<file path="src/design/sorted_held_note_table_assert.svh">
// Assertion macros shared by the held-note table modules.
`ifndef SORTED_HELD_NOTE_TABLE_ASSERT_SVH
`define SORTED_HELD_NOTE_TABLE_ASSERT_SVH

// Same-cycle implication, checked out of reset.
`define SHNT_ASSERT(label, pre, post, msg) \
  label: assert property (@(posedge clk) disable iff (!rst_n) (pre) |-> (post)) \
    else $error(msg);

// Next-cycle implication, checked out of reset.
`define SHNT_ASSERT_NEXT(label, pre, post, msg) \
  label: assert property (@(posedge clk) disable iff (!rst_n) (pre) |=> (post)) \
    else $error(msg);

`endif

</file>
<file path="src/design/shnt_pkg.sv">
// Types and constants for the sorted held-note table.
package shnt_pkg;

  localparam int MAX_OUT = 16;

  typedef enum logic [1:0] {
    MODE_ADD    = 2'd0,
    MODE_REMOVE = 2'd1,
    MODE_CLEAR  = 2'd2,
    MODE_DUMP   = 2'd3
  } mode_t;

  typedef enum logic [1:0] {
    STAT_DONE   = 2'd0,
    STAT_HELD   = 2'd1,
    STAT_ABSENT = 2'd2,
    STAT_FULL   = 2'd3
  } status_t;

  typedef enum logic [2:0] {
    ST_IDLE,
    ST_RD,
    ST_CMP,
    ST_SHR,
    ST_SHW,
    ST_EMIT
  } state_t;

  typedef struct packed {
    mode_t      mode;
    logic [7:0] note;
    logic [7:0] velocity;
  } cmd_t;

  typedef struct packed {
    logic [7:0] note;
    logic [7:0] velocity;
    logic       entry_valid;
    status_t    status;
    logic       last;
    logic [4:0] held_count;
  } result_t;

endpackage

</file>
<file path="src/design/shnt_ram.sv">
// Generic single-write, single-read RAM with registered read data.
module shnt_ram #(
  parameter int WIDTH = 16,
  parameter int DEPTH = 16,
  parameter int AW    = (DEPTH > 1) ? $clog2(DEPTH) : 1
) (
  input  logic             clk,
  input  logic             wr_en,
  input  logic [AW-1:0]    wr_addr,
  input  logic [WIDTH-1:0] wr_data,
  input  logic             rd_en,
  input  logic [AW-1:0]    rd_addr,
  output logic [WIDTH-1:0] rd_data
);

  logic [WIDTH-1:0] mem [DEPTH];

  always_ff @(posedge clk) begin
    if (wr_en) begin
      mem[wr_addr] <= wr_data;
    end
    if (rd_en) begin
      rd_data <= mem[rd_addr];
    end
  end

endmodule

</file>
<file path="src/design/shnt_core.sv">
// Sequencer and shared key comparator that walk and shift the note table.
module shnt_core #(
  parameter int CAPACITY = 16
) (
  input  logic              clk,
  input  logic              rst_n,
  input  logic              cmd_valid,
  output logic              cmd_ready,
  input  shnt_pkg::cmd_t    cmd,
  output logic              res_valid,
  input  logic              res_ready,
  output shnt_pkg::result_t res
);

  localparam int AW = (CAPACITY > 1) ? $clog2(CAPACITY) : 1;
  localparam int CW = $clog2(CAPACITY + 1);

  shnt_pkg::state_t  state_r, state_nxt;
  shnt_pkg::mode_t   mode_r, mode_nxt;
  shnt_pkg::status_t status_r, status_nxt;
  logic [7:0]        note_r, note_nxt;
  logic [7:0]        vel_r, vel_nxt;
  logic              ent_r, ent_nxt;
  logic [CW-1:0]     ptr_r, ptr_nxt;
  logic [CW-1:0]     pos_r, pos_nxt;
  logic [CW-1:0]     cnt_r, cnt_nxt;

  logic              wr_en, rd_en;
  logic [AW-1:0]     wr_addr, rd_addr;
  logic [15:0]       wr_data, rd_data;

  logic [CW-1:0]     ptr_inc, ptr_dec;
  logic [7:0]        key;
  logic              key_eq, key_gt, full, walk_end, dump_last;
  logic [31:0]       cnt_ext;
  logic              ins_wr;

  assign ptr_inc   = ptr_r + CW'(1);
  assign ptr_dec   = ptr_r - CW'(1);
  assign key       = rd_data[7:0];
  assign key_eq    = (key == note_r);
  assign key_gt    = (key > note_r);
  assign full      = (cnt_r == CW'(CAPACITY));
  assign walk_end  = (ptr_inc == cnt_r);
  assign dump_last = walk_end || ((32'(ptr_r) + 32'd1) == 32'(shnt_pkg::MAX_OUT));
  assign cnt_ext   = 32'(cnt_r);
  assign ins_wr    = (state_r == shnt_pkg::ST_SHR) && (mode_r == shnt_pkg::MODE_ADD)
                     && (ptr_r == pos_r);

  shnt_ram #(
    .WIDTH (16),
    .DEPTH (CAPACITY)
  ) u_store (
    .clk     (clk),
    .wr_en   (wr_en),
    .wr_addr (wr_addr),
    .wr_data (wr_data),
    .rd_en   (rd_en),
    .rd_addr (rd_addr),
    .rd_data (rd_data)
  );

  always_comb begin
    state_nxt = state_r;
    unique case (state_r)
      shnt_pkg::ST_IDLE: begin
        if (cmd_valid) begin
          unique case (cmd.mode)
            shnt_pkg::MODE_ADD:    state_nxt = (cnt_r == '0) ? shnt_pkg::ST_SHR
                                                             : shnt_pkg::ST_RD;
            shnt_pkg::MODE_REMOVE: state_nxt = (cnt_r == '0) ? shnt_pkg::ST_EMIT
                                                             : shnt_pkg::ST_RD;
            shnt_pkg::MODE_CLEAR:  state_nxt = shnt_pkg::ST_EMIT;
            shnt_pkg::MODE_DUMP:   state_nxt = (cnt_r == '0) ? shnt_pkg::ST_EMIT
                                                             : shnt_pkg::ST_RD;
            default:               state_nxt = shnt_pkg::ST_IDLE;
          endcase
        end
      end
      shnt_pkg::ST_RD: begin
        state_nxt = (mode_r == shnt_pkg::MODE_DUMP) ? shnt_pkg::ST_EMIT : shnt_pkg::ST_CMP;
      end
      shnt_pkg::ST_CMP: begin
        priority if (key_eq) begin
          state_nxt = (mode_r == shnt_pkg::MODE_ADD) ? shnt_pkg::ST_EMIT : shnt_pkg::ST_SHR;
        end else if (mode_r == shnt_pkg::MODE_ADD && (key_gt || walk_end)) begin
          state_nxt = full ? shnt_pkg::ST_EMIT : shnt_pkg::ST_SHR;
        end else if (walk_end) begin
          state_nxt = shnt_pkg::ST_EMIT;
        end else begin
          state_nxt = shnt_pkg::ST_RD;
        end
      end
      shnt_pkg::ST_SHR: begin
        if (mode_r == shnt_pkg::MODE_ADD) begin
          state_nxt = (ptr_r == pos_r) ? shnt_pkg::ST_EMIT : shnt_pkg::ST_SHW;
        end else begin
          state_nxt = (ptr_inc >= cnt_r) ? shnt_pkg::ST_EMIT : shnt_pkg::ST_SHW;
        end
      end
      shnt_pkg::ST_SHW: begin
        state_nxt = shnt_pkg::ST_SHR;
      end
      shnt_pkg::ST_EMIT: begin
        if (res_ready) begin
          state_nxt = (mode_r == shnt_pkg::MODE_DUMP && ent_r && !dump_last)
                      ? shnt_pkg::ST_RD : shnt_pkg::ST_IDLE;
        end
      end
      default: state_nxt = shnt_pkg::ST_IDLE;
    endcase
  end

  always_comb begin
    mode_nxt   = mode_r;
    status_nxt = status_r;
    note_nxt   = note_r;
    vel_nxt    = vel_r;
    ent_nxt    = ent_r;
    ptr_nxt    = ptr_r;
    pos_nxt    = pos_r;
    cnt_nxt    = cnt_r;
    cmd_ready  = 1'b0;
    res_valid  = 1'b0;
    wr_en      = 1'b0;
    wr_addr    = ptr_r[AW-1:0];
    wr_data    = rd_data;
    rd_en      = 1'b0;
    rd_addr    = ptr_r[AW-1:0];
    unique case (state_r)
      shnt_pkg::ST_IDLE: begin
        cmd_ready = 1'b1;
        if (cmd_valid) begin
          mode_nxt   = cmd.mode;
          note_nxt   = cmd.note;
          vel_nxt    = cmd.velocity;
          ptr_nxt    = '0;
          pos_nxt    = '0;
          ent_nxt    = 1'b0;
          status_nxt = shnt_pkg::STAT_DONE;
          unique case (cmd.mode)
            shnt_pkg::MODE_REMOVE: begin
              if (cnt_r == '0) status_nxt = shnt_pkg::STAT_ABSENT;
            end
            shnt_pkg::MODE_CLEAR: cnt_nxt = '0;
            shnt_pkg::MODE_DUMP:  ent_nxt = (cnt_r != '0);
            default: ;
          endcase
        end
      end
      shnt_pkg::ST_RD: begin
        rd_en = 1'b1;
      end
      shnt_pkg::ST_CMP: begin
        priority if (key_eq) begin
          if (mode_r == shnt_pkg::MODE_ADD) status_nxt = shnt_pkg::STAT_HELD;
        end else if (mode_r == shnt_pkg::MODE_ADD && (key_gt || walk_end)) begin
          if (full) begin
            status_nxt = shnt_pkg::STAT_FULL;
          end else begin
            pos_nxt = key_gt ? ptr_r : ptr_inc;
            ptr_nxt = cnt_r;
          end
        end else if (walk_end) begin
          status_nxt = shnt_pkg::STAT_ABSENT;
        end else begin
          ptr_nxt = ptr_inc;
        end
      end
      shnt_pkg::ST_SHR: begin
        if (mode_r == shnt_pkg::MODE_ADD) begin
          if (ptr_r == pos_r) begin
            wr_en   = 1'b1;
            wr_data = {vel_r, note_r};
            cnt_nxt = cnt_r + CW'(1);
          end else begin
            rd_en   = 1'b1;
            rd_addr = ptr_dec[AW-1:0];
          end
        end else begin
          if (ptr_inc >= cnt_r) begin
            cnt_nxt = cnt_r - CW'(1);
          end else begin
            rd_en   = 1'b1;
            rd_addr = ptr_inc[AW-1:0];
          end
        end
      end
      shnt_pkg::ST_SHW: begin
        wr_en   = 1'b1;
        ptr_nxt = (mode_r == shnt_pkg::MODE_ADD) ? ptr_dec : ptr_inc;
      end
      shnt_pkg::ST_EMIT: begin
        res_valid = 1'b1;
        if (res_ready && ent_r && !dump_last) ptr_nxt = ptr_inc;
      end
      default: ;
    endcase
  end

  always_comb begin
    res.note        = ent_r ? rd_data[7:0] : 8'd0;
    res.velocity    = ent_r ? rd_data[15:8] : 8'd0;
    res.entry_valid = ent_r;
    res.status      = status_r;
    res.last        = ent_r ? dump_last : 1'b1;
    res.held_count  = cnt_ext[4:0];
  end

  always_ff @(posedge clk) begin
    if (!rst_n) begin
      state_r <= shnt_pkg::ST_IDLE;
      cnt_r   <= '0;
      ent_r   <= 1'b0;
      ptr_r   <= '0;
    end else begin
      state_r <= state_nxt;
      cnt_r   <= cnt_nxt;
      ent_r   <= ent_nxt;
      ptr_r   <= ptr_nxt;
    end
  end

  always_ff @(posedge clk) begin
    mode_r   <= mode_nxt;
    status_r <= status_nxt;
    note_r   <= note_nxt;
    vel_r    <= vel_nxt;
    pos_r    <= pos_nxt;
  end

`include "sorted_held_note_table_assert.svh"

  `SHNT_ASSERT(a_cnt_bound, 1'b1, cnt_r <= CW'(CAPACITY), "entry count above capacity")
  `SHNT_ASSERT(a_rd_in_range, state_r == shnt_pkg::ST_RD, ptr_r < cnt_r, "walk read past count")
  `SHNT_ASSERT_NEXT(a_insert_count, ins_wr, cnt_r == CW'($past(cnt_r) + 1'b1), "count not bumped")

endmodule

</file>
<file path="src/design/sorted_held_note_table.sv">
// Top level of the sorted held-note table: stream ports and result register.
//
//   channel  dir  tdata (low bit up)                        tuser        tlast
//   in_      in   note[7:0] velocity[15:8]                  mode[1:0]    -
//   out_     out  note[7:0] velocity[15:8] status[17:16]    entry_valid  last
//                 held_count[22:18] pad[23]
//
// Add/remove: read and compare steps per entry walked by the search, then read and
// write steps per entry shifted. Clear emits at once. Dump reads and emits each entry.
// All walking goes through the single read port of the entry store.
// Reset (rst_n low, synchronous) empties the table at once; no clearing pass.
// A stalled out_ beat holds the sequencer at its emit step; in_tready is low while busy.
module sorted_held_note_table #(
  parameter int CAPACITY = 16
) (
  input  logic        clk,
  input  logic        rst_n,
  input  logic        in_tvalid,
  output logic        in_tready,
  input  logic [15:0] in_tdata,   // note[7:0], velocity[15:8]
  input  logic [1:0]  in_tuser,   // mode[1:0]
  output logic        out_tvalid,
  input  logic        out_tready,
  output logic [23:0] out_tdata,  // note, velocity, status, held_count, pad
  output logic        out_tuser,  // entry_valid
  output logic        out_tlast
);

  shnt_pkg::cmd_t    cmd;
  shnt_pkg::result_t res, out_data_r;
  logic              res_valid, res_ready;
  logic              out_valid_r;

  assign cmd.mode     = shnt_pkg::mode_t'(in_tuser);
  assign cmd.note     = in_tdata[7:0];
  assign cmd.velocity = in_tdata[15:8];

  assign res_ready = !out_valid_r || out_tready;

  shnt_core #(
    .CAPACITY (CAPACITY)
  ) u_core (
    .clk       (clk),
    .rst_n     (rst_n),
    .cmd_valid (in_tvalid),
    .cmd_ready (in_tready),
    .cmd       (cmd),
    .res_valid (res_valid),
    .res_ready (res_ready),
    .res       (res)
  );

  always_ff @(posedge clk) begin
    if (!rst_n) begin
      out_valid_r <= 1'b0;
    end else if (res_valid && res_ready) begin
      out_valid_r <= 1'b1;
    end else if (out_tready) begin
      out_valid_r <= 1'b0;
    end
  end

  always_ff @(posedge clk) begin
    if (res_valid && res_ready) begin
      out_data_r <= res;
    end
  end

  assign out_tvalid = out_valid_r;
  assign out_tdata  = {1'b0, out_data_r.held_count, out_data_r.status,
                       out_data_r.velocity, out_data_r.note};
  assign out_tuser  = out_data_r.entry_valid;
  assign out_tlast  = out_data_r.last;

`include "sorted_held_note_table_assert.svh"

  `SHNT_ASSERT_NEXT(a_one_at_a_time, in_tvalid && in_tready, !in_tready, "second beat taken while busy")
  `SHNT_ASSERT_NEXT(a_load_when_free, res_valid && !res_ready, out_valid_r, "result dropped on full register")

endmodule

</file>
<file path="config.mk">
export PLATFORM = sky130hd
export DESIGN_NAME = sorted_held_note_table
export DESIGN_NICKNAME = d
export VERILOG_FILES = /design/src/design/shnt_pkg.sv /design/src/design/shnt_ram.sv /design/src/design/shnt_core.sv /design/src/design/sorted_held_note_table.sv
export VERILOG_INCLUDE_DIRS = /design/src /design/src/design
export SDC_FILE = /design/constraint.sdc
export NUM_CORES = 1
export LEC_CHECK = 0
export ABC_CLOCK_PERIOD_IN_PS = 8050
export BUFFER_PORTS_ARGS = -buffer_cell sky130_fd_sc_hd__buf_2
export CAP_MARGIN = 20
export CORE_AREA = 5 5 247 249
export CTS_BUF_LIST = sky130_fd_sc_hd__clkbuf_8
export DETAILED_ROUTE_END_ITERATION = 16
export DIE_AREA = 0 0 252 254
export PLACE_DENSITY = 0.5
export SLEW_MARGIN = 20
export SYNTH_ARGS = -nofsm -noshare
export SYNTH_HDL_FRONTEND = slang
export SYNTH_SLANG_ARGS = --single-unit
</file>
<file path="constraint.sdc">
create_clock -name clk -period 8.05 [get_ports clk]
set_clock_uncertainty 0.15 [all_clocks]
set_input_delay 2.0125 -clock clk [delete_from_list [all_inputs] [get_ports clk]]
set_output_delay 2.0125 -clock clk [all_outputs]
set_load 0.02 [all_outputs]
</file>
# [Yosys cells after proc, flatten, opt, wreduce, memory -nomap -nowiden]
# Memory sizes are Yosys's and may differ from the RTL's. A register that Yosys moved wholly into a read port is not among the register bits.
# Cells that the tools add are included.
[op_classes] eq_ne=28 n_mux=65 order_cmp=2 n_addsub=5 n_reduce_logical=27
[op_table] cell="two-way mux 5 bit" count=16
[op_table] cell="two-way mux 16 bit" count=3
[op_table] cell="equality test 32 x 5 -> 1 bit (second input constant)" count=1
[op_table] cell="two-way mux 3 bit" count=10
[op_table] cell="one-hot mux 5 bit (2 select lines)" count=2
[op_table] cell="one-hot mux 5 bit (4 select lines)" count=1
[op_table] cell="two-way mux 2 bit" count=9
[op_table] cell="one-hot mux 3 bit (6 select lines)" count=1
[op_table] cell="two-way mux 4 bit" count=4
[op_table] cell="two-way mux 1 bit" count=15
[op_table] cell="!= test 3 bit (second input constant)" count=5
[op_table] cell="AND reduction 5 bit" count=3
[op_table] cell="adder 5 x 1 -> 5 bit (second input constant)" count=2
[op_table] cell="equality test 5 bit" count=2
[op_table] cell="!= test 2 bit (second input constant)" count=5
[op_table] cell="subtractor 5 x 1 -> 5 bit (second input constant)" count=2
[op_table] cell="one-hot mux 3 bit (3 select lines)" count=1
[op_table] cell="equality test 8 bit" count=1
[op_table] cell="> comparator 8 bit" count=1
[op_table] cell="adder 5 x 1 -> 6 bit (second input constant)" count=1
[op_table] cell="equality test 2 bit (second input constant)" count=3
[op_table] cell="equality test 3 x 2 -> 1 bit (second input constant)" count=2
[op_table] cell="equality test 3 bit (second input constant)" count=2
[op_table] cell="logical AND 1 bit" count=6
[op_table] cell="20 further kinds" count=29
[word_totals] output_inout_bits=28 reg_bits=65 memories=1 ramBits=256 in_bits=22 wordCells=144
[mem_list] name="u_core.u_store.mem" words=16 word_bits=16 rd=1 rd_ports_with_merged_regs=1 wr=1 line="shnt_ram.sv:16" text="logic [WIDTH-1:0] mem [DEPTH];"

# [Longest topological paths before layout]
[logic_depth] ltp_word=8 mapped_depth=15 mapped_depth_nobuf=12

# [Modules after synthesis]
# A second synthesis with hierarchy kept.
[hier_totals] cells_unflattened=788 area_unflattened_um2=13952.1
[modules_own_cells] module="shnt_ram" seq_area_each_um2=8167.8 cells_each=432 instances=1 area_per_inst_um2=10203.5
[modules_own_cells] module="shnt_core" seq_area_each_um2=1031.0 cells_each=324 instances=1 area_per_inst_um2=2929.1
[modules_own_cells] module="sorted_held_note_table" seq_area_each_um2=770.7 cells_each=32 instances=1 area_per_inst_um2=819.5

# [Worst setup path before layout]
# OpenSTA, ideal clock, no wires.
[synth_path] path_kind="flip-flop to flip-flop" from="register u_core.ptr_r[1]" to="register u_core.u_store.rd_data[0] (read register of u_core.u_store.mem) (data pin)" n_path_buf=3 setup_ns=0.268 t_required_ns=7.632 t_arrival_ns=3.722 setup_slack_ns=3.910 period_less_slack_ns=4.140 path_stages_with_launch=15 path_cell_list="dfxtp_1 clkbuf_1 nand3_1 and2_1 or2_2 ha_1 and4_1 a211o_1 or3_4 a311oi_2 buf_8 buf_12 mux2_4 o211ai_1 nand4_1"
[synth_between] elab_chain_cells=5 elab_cells_between_ends=12
[synth_lines] element="start, declared" line="shnt_core.sv:24" text="logic [CW-1:0] ptr_r, ptr_nxt;"
[synth_lines] element="start signal, assigned" line="shnt_core.sv:220" text="ptr_r <= ptr_nxt;"
[synth_lines] element="adder 5 x 1 -> 5 bit" line="shnt_core.sv:38" text="assign ptr_inc = ptr_r + CW'(1);"
[synth_lines] element=">= comparator 5 bit" line="shnt_core.sv:181" text="if (ptr_inc >= cnt_r) begin"
[synth_lines] element="two-way mux 1 bit / two-way mux 4 bit (equally long branches)" line="shnt_core.sv:181"
[synth_lines] element="two-way mux 1 bit / two-way mux 4 bit (equally long branches)" line="shnt_core.sv:171" text="if (mode_r == shnt_pkg::MODE_ADD) begin"
[synth_lines] element="one-hot mux 1 bit (2 select lines) / two-way mux 4 bit (equally long branches)" line="shnt_core.sv:130" text="unique case (state_r)"
[synth_lines] element="end, declared" line="shnt_ram.sv:13" text="output logic [WIDTH-1:0] rd_data"
# Several ways; a longest one is shown, not always the timed one.
# A chain may end at the register's enable or synchronous reset.

# [Final worst setup path]
[layout_path] from="register u_core.ptr_r[0]" to="register u_core.u_store.rd_data[6] (read register of u_core.u_store.mem) (data pin)"
# The elaborated chain is that of the path after synthesis.

==> out/metrics.csv <==
metric;value;unit
adder-cell area share of the yosys netlist;0.01888;
Switching Fraction;0.3229;
Post-synth top flop;edfxtp_1;
io pins;50;
# setup viols final;0;
WP data arrival;5.59;ns
Final nets;1114;
area share of xor/xnor cells in the synthesized design;0.01053;
WS Path Type;reg2reg;
RSZ-0062 raised after global routing;false;
Avg Cell Area, Syn;14.98;um2
Critical Path Stages;12;
final std cell area, no fill;0.01694;mm2
P_sw;0.001626;W
ANT nets after route;0;
delay-heaviest family, CP;simple AND/OR/NAND/NOR gates;
simple-gate share of the synthesized area;0.07744;
Slew Limit Fails;0;
CORE AREA;0.05846;mm2
Final Wtd Congestion;0.8021;
Hold-fix buffers, CTS;0;
Clock Sinks;337;
ys async rst share;0;
placed cells;1787;
Req. time, crit path;8.23;ns
total track usage;0.1129;
Cell Pwr Density;297.3;mW/mm2
transition time of the tightest slew-check pin;0.9857;ns
Iter 0 DRT Violations;610;
CP Launch Type;flop;
CTS H-tree lvls;2;
layout cell share with drive strength beyond 1;0.1951;
Yosys reg bits;337;
setup_tns;0;ns
Internal Dissipation;0.003409;W
Worst R2R Path Depth;12;
Site Rows;89;
# fillers;5870;
TritonCTS clock tree;done;
Die Ht;254;um
cell mode on critical path;ha_1;
postcts setup bufs;0;
Crit Path Max Fanout;128;
Starting Density;0.2562;
dpl hpwl;20.61;mm
Worst Hold Depth;0;
Syn. warnings;0;
VDD IR max;0.0002894;V
DR WL/cell;19.44;um
register area share after synthesis;0.6657;
Final Hold Slack;0.2755;ns
CP bufs+invs;1;
post-synthesis instance total;1000;
Clk pin slew, worst setup/hold paths;0.06;ns
Die X-Extent;252;um
growth of design area from synthesis to finish;13.07;%
LEAKAGE;5.988;nW
first-pass GRT wire length;55.09;mm
mux share of post-synthesis cell area;0.1142;
Clk Latency, worst-skew pair;0.61;ns
Root Buffer;clkbuf_8;
IO Port Bufs;48;
syn_nets;1044;
post-synth cell types;69;
CP max stage delay;0.77;ns
Worst Hold Class;reg2reg;
min Tclk post-route;5.407;ns
compound-cell area share of the yosys netlist;0.07753;
Num CTS Buffers;54;
Seq pwr share;0.470;
non-filler instance count after layout;1881;
Netlist Area Pre-Place;0.01498;mm2
status;finished, final reports clean;
initial antenna violation count;2;
GR Overflow Total;0;
largest family of logic cells by synthesized area;multiplexers;
DRT Wirelength;36.57;mm
DR vias;8432;
worst path cell trace;ha_1 > nand3_1 > xnor2_1 > ha_1 > and4_1 > a211o_1 > or3_4 > a311oi_4 > buf_12 > mux2_2 > o211ai_1 > nand4_1;
Max Clock Freq;184.9;MHz
dpl cell area;0.01598;mm2
Detailed Routing Iterations Pass 1;5;
Slew Limit Headroom;0.3428;
largest net degree at the start of global routing;129;
Post-CTS Resized;0;
period utilization;0.6717;
# DRC;0;
Slowest-stage cell, CP;dfxtp_1;
Fin. Hold Viols;0;
vias in the first global route;8703;
die footprint;0.06401;mm2
Post-synth EDFFs;322;
Max-Cap Viols;0;
CP Capture Type;flop;
clock power share;0.263;
Avg Vias per Cell;4.483;
logic gate share of total power;0.267;
Max clock buf depth;3;
synth_stat cells, types with 4 or more instances:
cell / number / share of area
nand4_1: 19 / 0.0079
mux2i_1: 67 / 0.045
or2_2: 4 / 0.0017
buf_2: 14 / 0.0047
mux2_1: 16 / 0.012
a211oi_1: 6 / 0.0030
nand2_1: 94 / 0.024
dfxtp_1: 15 / 0.020
nor2b_1: 6 / 0.0025
buf_6: 4 / 0.0030
a21o_1: 5 / 0.0025
or3_1: 4 / 0.0017
buf_12: 9 / 0.012
xor2_1: 5 / 0.0029
nor2_1: 28 / 0.0070
o21ai_0: 21 / 0.0070
inv_1: 24 / 0.0060
o22ai_1: 4 / 0.0017
ha_1: 21 / 0.018
nor3_1: 8 / 0.0027
a21oi_1: 30 / 0.010
mux2_4: 40 / 0.040
o211ai_1: 72 / 0.036
and2_1: 35 / 0.015
mux2_2: 23 / 0.017
edfxtp_1: 322 / 0.65
clkbuf_1: 21 / 0.0053
o21a_1: 4 / 0.0020
nand3_1: 8 / 0.0027
xnor2_1: 13 / 0.0076
stage by stage:
step,total power [W],setup slack (ns),util
after global routing,0.005300,2.317,0.2897
final,0.005035,2.643,0.2897
after floorplan,0.003449,3.910,-
after global placement,0.003743,2.747,0.2733
after CTS,0.005096,2.643,0.2896
after detailed placement,0.003758,2.660,0.2733
final cells by class:
class,instances,area [um2],share of cell area
flip-flops and latches,337,9970,0.5887
multi-input cells,582,4519,0.2669
well taps,773,967.2,0.05711
clock buffers,57,784.5,0.04632
repair buffers,70,430.4,0.02542
clock inverters,36,167.7,0.009900
inverters,25,93.84,0.005541
diodes,1,2.502,0.0001478
cell families after synthesis:
group | count (synthesis)
other | 1
DFF | 337
adders and majority gates | 22
buffers and inverters | 81
and+or+nand+nor | 230
AOI/OAI and AO/OA | 165
xor gates and xnor gates | 18
muxes | 146
metal layers:
| layer | part of all wire | global-route usage | up-vias |
|---|---|---|---|
| li1 | - | - | 3957 |
| met1 | 0.43 | 0.1416 | 4197 |
| met2 | 0.49 | 0.1957 | 204 |
| met3 | 0.044 | 0.01965 | 74 |
| met4 | 0.033 | 0.04234 | 0 |
| met5 | 0 | 0 | - |
path summary, 6_finish.rpt:
kind | start | end | slack [ns]
setup / recovery | u_core.ptr_r[0] | u_core.u_store.rd_data[6] | 2.64
hold / removal | u_core.status_r[0] | out_tdata[16] | 0.28
setup reg to reg | u_core.ptr_r[0] | u_core.u_store.rd_data[6] | 2.64
hold reg to reg | u_core.status_r[0] | out_tdata[16] | 0.28
layout by cell type (no fill, tap or decap), drive strengths merged, types with 21 or more instances in the layout:
cell and count:
o21ai 22, mux2i 67, o211ai 72, inv 44, edfxtp 322, and2 35, ha 21, nor2 32
buf 70, clkbuf 57, nand2 94, mux2 79, a21oi 30
power groups by stage:
stage / sequential, W / combinational, W / clock [W]
global route: 0.00238 / 0.00147 / 0.00144
global placement: 0.00240 / 0.00134 / 0
detailed placement: 0.00240 / 0.00136 / 0
floorplan: 0.00234 / 0.00111 / 0
CTS: 0.00237 / 0.00136 / 0.00137
finish: 0.00237 / 0.00135 / 0.00132
sequential cells by signal (all words and copies together) (netlist names), 3 cells and up:
register / count
u_core.u_store.mem: 256
out_tdata: 23
u_core.u_store.rd_data: 16
u_core.note_r: 8
u_core.vel_r: 8
u_core.cnt_r: 5
u_core.pos_r: 5
u_core.ptr_r: 5
u_core.state_r: 3
worst reg2reg max path, stage by stage, from the launching register on:
cell and delay (ns):
dfxtp_1 0.77, ha_1 0.49, nand3_1 0.37, xnor2_1 0.29, ha_1 0.26, and4_1 0.22
a211o_1 0.33, or3_4 0.38, a311oi_4 0.34, buf_12 0.67, mux2_2 0.56, o211ai_1 0.16
nand4_1 0.14
No activity file was read; power rests on OpenSTA's default activity.
